## src/hdl/tsch_pkg.sv

```systemverilog
package tsch_pkg;

	localparam int TASK_SLOTS_DEF = 16;
	localparam int QUEUE_DEPTH = 2;

	typedef enum logic [1:0] {
		CMD_INSTALL = 2'd0,
		CMD_DELAY = 2'd1,
		CMD_TICK = 2'd2,
		CMD_SCHED = 2'd3
	} tsch_cmd_t;

	typedef enum logic [1:0] {
		ST_OK = 2'd0,
		ST_FULL = 2'd1,
		ST_NONE = 2'd2
	} tsch_status_t;

	typedef enum logic [1:0] {
		OP_INSTALL,
		OP_TICK,
		OP_SWITCH
	} tsch_op_kind_t;

	typedef enum logic [2:0] {
		S_IDLE,
		S_EXEC,
		S_TICK,
		S_PRIO,
		S_RR,
		S_FETCH,
		S_DONE
	} tsch_state_t;

	typedef struct packed {
		logic [1:0] cmd;
		logic [31:0] stack_ptr;
		logic [7:0] task_prio;
		logic [31:0] delay_ticks;
	} tsch_in_t;

	typedef struct packed {
		logic [3:0] current_task;
		logic [31:0] next_stack;
		logic any_woken;
		logic [1:0] status;
	} tsch_out_t;

	typedef struct packed {
		tsch_op_kind_t op;
		logic delay;
		logic [31:0] stack_ptr;
		logic [7:0] task_prio;
		logic [31:0] delay_ticks;
	} tsch_op_t;

endpackage

```

## src/hdl/tsch_ram.sv

```systemverilog
module tsch_ram #(
	parameter int WIDTH = 32,
	parameter int DEPTH = 16
) (
	input logic clk,
	input logic we,
	input logic [$clog2(DEPTH)-1:0] waddr,
	input logic [WIDTH-1:0] wdata,
	input logic re,
	input logic [$clog2(DEPTH)-1:0] raddr,
	output logic [WIDTH-1:0] rdata
);

	logic [WIDTH-1:0] mem [DEPTH];

	always_ff @(posedge clk) begin
		if (we) begin
			mem[waddr] <= wdata;
		end
		if (re) begin
			rdata <= mem[raddr];
		end
	end

endmodule

```

## src/hdl/tsch_front.sv

```systemverilog
module tsch_front (
	input logic clk,
	input logic arst_n,
	input logic push,
	output logic full,
	input tsch_pkg::tsch_in_t item,
	input logic deq,
	output logic q_empty,
	output tsch_pkg::tsch_op_t q_item
);
	import tsch_pkg::*;

	tsch_op_t ent_q [QUEUE_DEPTH];
	tsch_op_t op_new;
	logic wr_q;
	logic rd_q;
	logic [1:0] cnt_q;
	logic do_push;
	logic do_pop;

	always_comb begin
		op_new.stack_ptr = item.stack_ptr;
		op_new.task_prio = item.task_prio;
		op_new.delay_ticks = item.delay_ticks;
		op_new.delay = (item.cmd == CMD_DELAY);
		case (item.cmd)
			CMD_INSTALL: op_new.op = OP_INSTALL;
			CMD_TICK: op_new.op = OP_TICK;
			default: op_new.op = OP_SWITCH;
		endcase
	end

	assign full = (cnt_q == 2'(QUEUE_DEPTH));
	assign q_empty = (cnt_q == 2'd0);
	assign do_push = push && !full;
	assign do_pop = deq && !q_empty;
	assign q_item = ent_q[rd_q];

	always_ff @(posedge clk or negedge arst_n) begin
		if (!arst_n) begin
			wr_q <= 1'b0;
			rd_q <= 1'b0;
			cnt_q <= 2'd0;
		end else begin
			if (do_push) begin
				wr_q <= !wr_q;
			end
			if (do_pop) begin
				rd_q <= !rd_q;
			end
			case ({do_push, do_pop})
				2'b10: cnt_q <= cnt_q + 2'd1;
				2'b01: cnt_q <= cnt_q - 2'd1;
				default: cnt_q <= cnt_q;
			endcase
		end
	end

	always_ff @(posedge clk) begin
		if (do_push) begin
			ent_q[wr_q] <= op_new;
		end
	end

endmodule

```

## src/hdl/tsch_back.sv

```systemverilog
module tsch_back #(
	parameter int TASK_SLOTS = tsch_pkg::TASK_SLOTS_DEF
) (
	input logic clk,
	input logic arst_n,
	input logic sched_mode,
	input logic q_empty,
	input tsch_pkg::tsch_op_t q_item,
	output logic q_deq,
	output logic empty,
	input logic pop,
	output tsch_pkg::tsch_out_t result
);
	import tsch_pkg::*;

	localparam int IDX_W = $clog2(TASK_SLOTS);
	localparam int CNT_W = IDX_W + 1;

	tsch_state_t state_q, state_d;
	tsch_op_t op_q;
	tsch_status_t stat_q;
	tsch_out_t res_q;
	logic res_vld_q;
	logic [31:0] tick_q;
	logic [IDX_W-1:0] run_q;
	logic [IDX_W-1:0] best_q;
	logic [IDX_W-1:0] idx_s1;
	logic [CNT_W-1:0] count_q;
	logic [CNT_W-1:0] idx_q;
	logic [TASK_SLOTS-1:0] ready_q;
	logic [7:0] bprio_q;
	logic found_q;
	logic woken_q;
	logic vld_s1;

	logic res_free;
	logic full_tab;
	logic scan_more;
	logic [CNT_W-1:0] rr_sum;
	logic [IDX_W-1:0] rr_next;
	logic [IDX_W+3:0] run_ext;

	logic stk_we, stk_re;
	logic [IDX_W-1:0] stk_waddr, stk_raddr;
	logic [31:0] stk_rdata;
	logic pri_we, pri_re;
	logic [IDX_W-1:0] pri_raddr;
	logic [7:0] pri_rdata;
	logic wk_we, wk_re;
	logic [IDX_W-1:0] wk_waddr, wk_raddr;
	logic [31:0] wk_wdata, wk_rdata;

	tsch_ram #(.WIDTH(32), .DEPTH(TASK_SLOTS)) u_stack_ram (
		.clk(clk), .we(stk_we), .waddr(stk_waddr), .wdata(op_q.stack_ptr),
		.re(stk_re), .raddr(stk_raddr), .rdata(stk_rdata)
	);

	tsch_ram #(.WIDTH(8), .DEPTH(TASK_SLOTS)) u_prio_ram (
		.clk(clk), .we(pri_we), .waddr(count_q[IDX_W-1:0]), .wdata(op_q.task_prio),
		.re(pri_re), .raddr(pri_raddr), .rdata(pri_rdata)
	);

	tsch_ram #(.WIDTH(32), .DEPTH(TASK_SLOTS)) u_wake_ram (
		.clk(clk), .we(wk_we), .waddr(wk_waddr), .wdata(wk_wdata),
		.re(wk_re), .raddr(wk_raddr), .rdata(wk_rdata)
	);

	assign res_free = !res_vld_q || pop;
	assign full_tab = (count_q == CNT_W'(TASK_SLOTS));
	assign scan_more = (idx_q < count_q);
	assign rr_sum = {1'b0, best_q} + CNT_W'(1);
	assign rr_next = (rr_sum >= count_q) ? '0 : rr_sum[IDX_W-1:0];
	assign run_ext = {4'b0000, run_q};
	assign empty = !res_vld_q;
	assign result = res_q;

	always_ff @(posedge clk or negedge arst_n) begin
		if (!arst_n) begin
			state_q <= S_IDLE;
		end else begin
			state_q <= state_d;
		end
	end

	always_comb begin
		state_d = state_q;
		q_deq = 1'b0;
		stk_we = 1'b0;
		stk_waddr = run_q;
		stk_re = 1'b0;
		stk_raddr = run_q;
		pri_we = 1'b0;
		pri_re = 1'b0;
		pri_raddr = idx_q[IDX_W-1:0];
		wk_we = 1'b0;
		wk_waddr = run_q;
		wk_wdata = '0;
		wk_re = 1'b0;
		wk_raddr = idx_q[IDX_W-1:0];
		case (state_q)
			S_IDLE: begin
				if (!q_empty) begin
					q_deq = 1'b1;
					state_d = S_EXEC;
				end
			end
			S_EXEC: begin
				case (op_q.op)
					OP_INSTALL: begin
						if (!full_tab) begin
							stk_we = 1'b1;
							stk_waddr = count_q[IDX_W-1:0];
							pri_we = 1'b1;
							wk_we = 1'b1;
							wk_waddr = count_q[IDX_W-1:0];
						end
						state_d = S_DONE;
					end
					OP_TICK: state_d = S_TICK;
					OP_SWITCH: begin
						stk_we = 1'b1;
						if (op_q.delay) begin
							wk_we = 1'b1;
							wk_wdata = tick_q + op_q.delay_ticks;
						end
						state_d = sched_mode ? S_PRIO : S_RR;
					end
					default: state_d = S_DONE;
				endcase
			end
			S_TICK: begin
				if (scan_more) begin
					wk_re = 1'b1;
				end else if (!vld_s1) begin
					state_d = S_DONE;
				end
			end
			S_PRIO: begin
				if (scan_more) begin
					pri_re = 1'b1;
				end else if (!vld_s1) begin
					state_d = S_FETCH;
				end
			end
			S_RR: begin
				if (!scan_more || ready_q[rr_next]) begin
					state_d = S_FETCH;
				end
			end
			S_FETCH: begin
				stk_re = 1'b1;
				stk_raddr = found_q ? best_q : run_q;
				state_d = S_DONE;
			end
			S_DONE: begin
				if (res_free) begin
					state_d = S_IDLE;
				end
			end
			default: state_d = S_IDLE;
		endcase
	end

	always_ff @(posedge clk or negedge arst_n) begin
		if (!arst_n) begin
			res_vld_q <= 1'b0;
			tick_q <= '0;
			run_q <= '0;
			count_q <= '0;
			ready_q <= '0;
			idx_q <= '0;
			found_q <= 1'b0;
			woken_q <= 1'b0;
			vld_s1 <= 1'b0;
			stat_q <= ST_OK;
		end else begin
			if (state_q == S_DONE && res_free) begin
				res_vld_q <= 1'b1;
			end else if (res_vld_q && pop) begin
				res_vld_q <= 1'b0;
			end
			case (state_q)
				S_EXEC: begin
					idx_q <= '0;
					vld_s1 <= 1'b0;
					found_q <= 1'b0;
					woken_q <= 1'b0;
					stat_q <= (op_q.op == OP_INSTALL && full_tab) ? ST_FULL : ST_OK;
					case (op_q.op)
						OP_INSTALL: begin
							if (!full_tab) begin
								ready_q[count_q[IDX_W-1:0]] <= 1'b1;
								count_q <= count_q + CNT_W'(1);
							end
						end
						OP_TICK: tick_q <= tick_q + 32'd1;
						OP_SWITCH: begin
							if (op_q.delay) begin
								ready_q[run_q] <= 1'b0;
							end
						end
						default: ;
					endcase
				end
				S_TICK, S_PRIO: begin
					if (scan_more) begin
						idx_q <= idx_q + CNT_W'(1);
					end
					vld_s1 <= scan_more;
					if (vld_s1) begin
						if (state_q == S_TICK) begin
							if (wk_rdata == tick_q) begin
								ready_q[idx_s1] <= 1'b1;
								woken_q <= 1'b1;
							end
						end else if (ready_q[idx_s1] && (!found_q || pri_rdata >= bprio_q)) begin
							found_q <= 1'b1;
						end
					end
				end
				S_RR: begin
					if (scan_more) begin
						idx_q <= idx_q + CNT_W'(1);
						if (ready_q[rr_next]) begin
							found_q <= 1'b1;
						end
					end
				end
				S_FETCH: begin
					if (found_q) begin
						run_q <= best_q;
					end else begin
						stat_q <= ST_NONE;
					end
				end
				default: ;
			endcase
		end
	end

	always_ff @(posedge clk) begin
		if (q_deq) begin
			op_q <= q_item;
		end
		case (state_q)
			S_EXEC: best_q <= run_q;
			S_TICK, S_PRIO: begin
				idx_s1 <= idx_q[IDX_W-1:0];
				if (state_q == S_PRIO && vld_s1 && ready_q[idx_s1]
						&& (!found_q || pri_rdata >= bprio_q)) begin
					best_q <= idx_s1;
					bprio_q <= pri_rdata;
				end
			end
			S_RR: begin
				if (scan_more) begin
					best_q <= rr_next;
				end
			end
			S_DONE: begin
				if (res_free) begin
					res_q.current_task <= run_ext[3:0];
					res_q.next_stack <= (op_q.op == OP_SWITCH) ? stk_rdata : 32'd0;
					res_q.any_woken <= woken_q;
					res_q.status <= stat_q;
				end
			end
			default: ;
		endcase
	end

	assert property (@(posedge clk) disable iff (!arst_n)
		count_q <= CNT_W'(TASK_SLOTS))
		else $error("Installed count exceeds the table size.");

	assert property (@(posedge clk) disable iff (!arst_n)
		run_q == '0 || {1'b0, run_q} < count_q)
		else $error("Running task lies outside the installed tasks.");

	assert property (@(posedge clk) disable iff (!arst_n)
		vld_s1 |-> (state_q == S_TICK || state_q == S_PRIO))
		else $error("Scan data pending outside a table scan.");

	assert property (@(posedge clk) disable iff (!arst_n)
		(state_q == S_FETCH && found_q) |=> (stat_q == ST_OK && run_q == $past(best_q)))
		else $error("Selected task was not taken over.");

	assert property (@(posedge clk) disable iff (!arst_n)
		(state_q == S_DONE && res_free) |=> (res_vld_q && state_q == S_IDLE))
		else $error("Finished command did not reach the result register.");

endmodule

```

## src/hdl/task_scheduler_with_tick_wakeup.sv

```systemverilog
// Task scheduler with a tick-driven wakeup. Commands enter through a two-entry
// queue, so up to two can be pushed while the previous one is still running or
// its result waits to be popped. Each command yields exactly one result, in
// order. Tick, delay and schedule walk the task table one slot per cycle; that
// table scan sets the rate. The scheduling mode register is written through
// cfg_we and cfg_data and should only change while no command is in flight.
module task_scheduler_with_tick_wakeup #(
	parameter int TASK_SLOTS = tsch_pkg::TASK_SLOTS_DEF
) (
	input logic clk,
	input logic arst_n,
	input logic push,
	output logic full,
	input tsch_pkg::tsch_in_t item,
	output logic empty,
	input logic pop,
	output tsch_pkg::tsch_out_t result,
	input logic cfg_we,
	input logic cfg_data
);
	import tsch_pkg::*;

	logic sched_mode_q;
	logic q_empty;
	logic q_deq;
	tsch_op_t q_item;

	always_ff @(posedge clk or negedge arst_n) begin
		if (!arst_n) begin
			sched_mode_q <= 1'b0;
		end else if (cfg_we) begin
			sched_mode_q <= cfg_data;
		end
	end

	tsch_front u_front (
		.clk(clk),
		.arst_n(arst_n),
		.push(push),
		.full(full),
		.item(item),
		.deq(q_deq),
		.q_empty(q_empty),
		.q_item(q_item)
	);

	tsch_back #(.TASK_SLOTS(TASK_SLOTS)) u_back (
		.clk(clk),
		.arst_n(arst_n),
		.sched_mode(sched_mode_q),
		.q_empty(q_empty),
		.q_item(q_item),
		.q_deq(q_deq),
		.empty(empty),
		.pop(pop),
		.result(result)
	);

endmodule

```

## config.mk

```make
export PLATFORM = sky130hd
export DESIGN_NAME = task_scheduler_with_tick_wakeup
export DESIGN_NICKNAME = d
export VERILOG_FILES = /design/src/hdl/tsch_pkg.sv /design/src/hdl/tsch_ram.sv /design/src/hdl/tsch_front.sv /design/src/hdl/tsch_back.sv /design/src/hdl/task_scheduler_with_tick_wakeup.sv
export SDC_FILE = /design/constraint.sdc
export NUM_CORES = 2
export LEC_CHECK = 0
export ABC_CLOCK_PERIOD_IN_PS = 21300
export BUFFER_PORTS_ARGS = -buffer_cell sky130_fd_sc_hd__buf_2
export CORE_ASPECT_RATIO = 1.75
export CORE_UTILIZATION = 35
export CTS_CLUSTER_SIZE = 8
export DETAILED_ROUTE_END_ITERATION = 16
export SETUP_SLACK_MARGIN = 0.02
export SYNTH_ARGS = -nofsm -noshare
export SYNTH_HDL_FRONTEND = slang
export SYNTH_HIERARCHICAL = 1
export SYNTH_SLANG_ARGS = --single-unit
```

## constraint.sdc

```tcl
create_clock -name clk -period 21.3 [get_ports clk]
set_input_delay 1.065 -clock clk [delete_from_list [all_inputs] [get_ports clk]]
set_output_delay 1.065 -clock clk [all_outputs]
set_load 0.05 [all_outputs]
```

==> summary.txt <==
Placement
  – Dpl cell area: about 65000 sq um
  – Placer Congestion: just under 0.9
  – I/O Buffers: 120
  – Placed cells: 5388
  – HPWL after DPL: 84800 um

Yosys
  – Warnings, synthesis: 6
  – Avg Cell Area, Syn: ~20 sq um
  – Async set-reset flop share out of synthesis: 0.0481
  – Area leader, netlist: edfxtp_1
  – Synth Instances: approximately 3.1k
  – Seq/Total Area, Yosys: 0.762
  – Synth area leaders: edfxtp_1, mux4_2, dfrtp_1, a22oi_1, ha_1
  – Distinct cell type count after synthesis: 77
  – Synthesized flop and latch total: between 1.5k and 2k
  – Post-synth top flop: edfxtp_1
  – Post-synth EDFFs: 1504
  – Syn Nets: between 3k and 4k
  – Syn Std Cell Area: approximately 62000 sq um
  – Share of the synthesized area in the top cell type: 0.731

Global route
  – Vias in the first global route: about 32k
  – Initial antenna violation count: 4
  – First-pass GRT wire length: 215000 um
  – Largest net degree at the start of global routing: approximately 110
  – Total grt overflow: 0
  – Gr usage total: 0.164

Clock tree
  – Setup Buffers After CTS: 0
  – TritonCTS clock tree: built
  – H-tree depth: 4
  – Clock Sink Count: around 1.6k
  – TritonCTS Buffers: around 220
  – Clock Path Buffers: 4
  – Root Driver: clkbuf_16
  – CTS hold repair buffers: 0
  – Clock latency on the worst-skew pair: 0.83 ns
  – CTS clk-pin slew, worst paths: approximately 0.050 ns
  – CTS resizes: 0

Detailed routing
  – Residual DRC: 0
  – Vias/cell: roughly 5.3
  – Routed WL per cell: 25.7 um
  – Via count: ~30k
  – Initial DRC count: about 2.4k
  – Post-Route WL: 146000 um
  – Drt pass-1 iters: 7
  – DRT antenna net count: 0

Setup path
  – CP arrival: 5.87 ns
  – Critical Path Sink Type: register
  – R2R setup slack: 15.98 ns
  – FF-to-FF path depth: 10
  – CP max stage delay: about 0.83 ns
  – FF-to-FF Start: u_back/state_q[0]
  – Startpoint Class: register
  – Max FO, Critical Path: between 50 and 60
  – Cell class contributing the biggest share of worst-path delay: buffers and inverters
  – CP Buf/Inv Count: 3
  – Crit path kind: reg2reg
  – Slowest CP cell: buf_4
  – Worst R2R End: u_back/u_stack_ram/rdata[25]
  – WP data required: 21.85 ns
  – Crit-path cells: nand2b_1 > nor2_4 > buf_4 > nand2_1 > mux2_8 > buf_4 > buf_4 > mux4_2 > a22oi_1 > nand2_1
  – Most frequent CP cell: buf_4

Cells and area
  – Finished Layout Cells: between 5k and 6k
  – Layout net count: between 3k and 4k
  – Ratio of cells with drive above 1 in the final layout: 0.251
  – Most common cell after layout, fill and taps aside: edfxtp_1
  – Commonest cells after routing, fill and taps aside: edfxtp_1, mux4_2, clkbuf_16, nand2_1, a22oi_1
  – P&R area growth vs syn: 15.6%
  – Filler cell count: around 15k
  – Post-route cell area: about 71000 sq um

Timing
  – Final Max Slew Viols: 0
  – Fin Clk Skew: between 0.06 and 0.07 ns
  – Unrepaired setup endpoints after global routing: false
  – Final setup violation count: 0
  – Final Critical Period: approximately 5.3 ns
  – Setup TNS: 0 ns
  – FMAX: roughly 190 MHz
  – Slew HR: 0.169
  – Fin. Hold Viols: 0
  – Tightest Pin Transition: 1.24 ns
  – Final Cycle Share: 0.250

Outcome
  – Status: complete, no violations

Die
  – Top-level I/O count: ~120
  – Starting Density: 0.353
  – Num rows: between 200 and 250
  – Full die area: ~180000 sq um
  – Die Wd: around 320 um
  – Core Region: 175000 sq um
  – Die Span Y: roughly 560 um

Pwr
  – VDD IR-drop max: around 0.08 mV
  – Total power: ~9 mW
  – PD cells: 130 nW/um^2
  – Leak: 23.3 nW

Min path
  – Worst Hold Class: in2async

Job
  – Max_cap viols: 0
[layer usage]
layer,global-route usage,wire (um)
met1,0.188,54800
met2,0.306,79700
met3,0.0232,6530
met4,0.0671,5360
met5,0,27
[stage by stage]
step                 util  hold slack, ns  setup slack, ns
finish              0.408           0.226            15.98
global route        0.408           0.228            15.50
CTS                 0.408           0.187            15.79
detailed placement  0.374           0.443            15.81
global placement    0.374           0.438            15.85
floorplan               -           0.423            12.26
[sequential cells by signal, summed over array words and instances, names as in the netlist, 2 cells and up]
signal / flops
u_back/best_q: 4
u_back/bprio_q: 8
u_back/count_q: 5
u_back/idx_q: 5
u_back/idx_s1: 4
u_back/op_q: 75
u_back/ready_q: 16
u_back/result: 39
u_back/run_q: 4
u_back/stat_q: 2
u_back/state_q: 3
u_back/tick_q: 32
u_back/u_prio_ram/mem: 128
u_back/u_prio_ram/rdata: 8
u_back/u_stack_ram/mem: 512
u_back/u_stack_ram/rdata: 32
u_back/u_wake_ram/mem: 512
u_back/u_wake_ram/rdata: 32
u_front/cnt_q: 2
u_front/ent_q: 150
[worst max-delay path by stage]
stage	start	cells after the start	slack [ns]	endpoint
after global placement	u_back/state_q[0]	10	15.85	u_back/u_stack_ram/rdata[15]
after detailed placement	u_back/state_q[0]	10	15.81	u_back/u_stack_ram/rdata[15]
final	u_back/state_q[0]	10	15.98	u_back/u_stack_ram/rdata[25]
after CTS	u_back/state_q[0]	10	15.79	u_back/u_stack_ram/rdata[15]
after floorplan	u_back/state_q[2]	6	12.26	u_front/cnt_q[1]
after global routing	u_back/state_q[0]	10	15.50	u_back/u_stack_ram/rdata[25]
[worst register-to-register path, stage by stage (launching register included)]
cell	delay [ns]
dfrtp_1	0.59
nand2b_1	0.20
nor2_4	0.10
buf_4	0.58
nand2_1	0.32
mux2_8	0.73
buf_4	0.68
buf_4	0.86
mux4_2	0.67
a22oi_1	0.23
nand2_1	0.08
[kinds of logic after synthesis]
| family | Yosys count | synth area share |
|---|---|---|
| AND/OR/NAND/NOR | 458 | 0.0358 |
| flip-flops | 1580 | 0.762 |
| buffers and inverters | 167 | 0.0130 |
| adder cells (fa/ha/maj) | 60 | 0.0123 |
| multiplexers | 380 | 0.126 |
| AO/OA/AOI/OAI | 332 | 0.0372 |
| XOR/XNOR | 97 | 0.0138 |
[power by group]
part	leakage (nW)	switching (mW)	internal, mW
logic	5.85	1.16	0.848
registers	14.6	0.283	3.86
clock network	2.89	1.22	1.89
[synthesized netlist by cell type (3+ instances only)]
| library cell | count |
|---|---|
| edfxtp_1 | 1504 |
| mux4_2 | 280 |
| nand2_1 | 151 |
| a22oi_1 | 149 |
| nor2_1 | 104 |
| dfrtp_1 | 76 |
| a21oi_1 | 60 |
| ha_1 | 59 |
| xor2_1 | 55 |
| clkbuf_1 | 54 |
| mux2_2 | 42 |
| xnor2_1 | 42 |
| mux2_4 | 41 |
| and2_1 | 40 |
| inv_1 | 35 |
| nand3_1 | 32 |
| o21ai_0 | 28 |
| buf_2 | 24 |
| buf_1 | 22 |
| buf_4 | 20 |
| nand2b_1 | 20 |
| nor3_1 | 20 |
| o22ai_1 | 18 |
| and3_1 | 17 |
| nor2b_1 | 16 |
| a21o_1 | 14 |
| mux4_1 | 14 |
| a31oi_1 | 12 |
| nor4_1 | 12 |
| nand3b_1 | 9 |
| a211oi_1 | 8 |
| or2_2 | 8 |
| buf_6 | 7 |
| nand4_1 | 7 |
| or3_1 | 6 |
| a22o_1 | 4 |
| nor3_2 | 4 |
| o21ai_1 | 4 |
| o21bai_1 | 4 |
| or3b_2 | 4 |
| clkdlybuf4s25_2 | 3 |
| mux2i_1 | 3 |
| o211ai_1 | 3 |
| o32ai_1 | 3 |
[cell type report]
| type | count | area [sq um] | area share |
|---|---|---|---|
| diodes | 2 | 5.00 | 0.0000701 |
| multi-input cells | 1327 | 14300 | 0.200 |
| repair buffers | 189 | 1130 | 0.0159 |
| inverters | 37 | 139 | 0.00194 |
| well taps | 2255 | 2820 | 0.0395 |
| flip-flops and latches | 1580 | 47100 | 0.659 |
| clock buffers | 294 | 5900 | 0.0826 |
| clock inverters | 5 | 78.8 | 0.00110 |
Power figures use the tool's default switching activity.
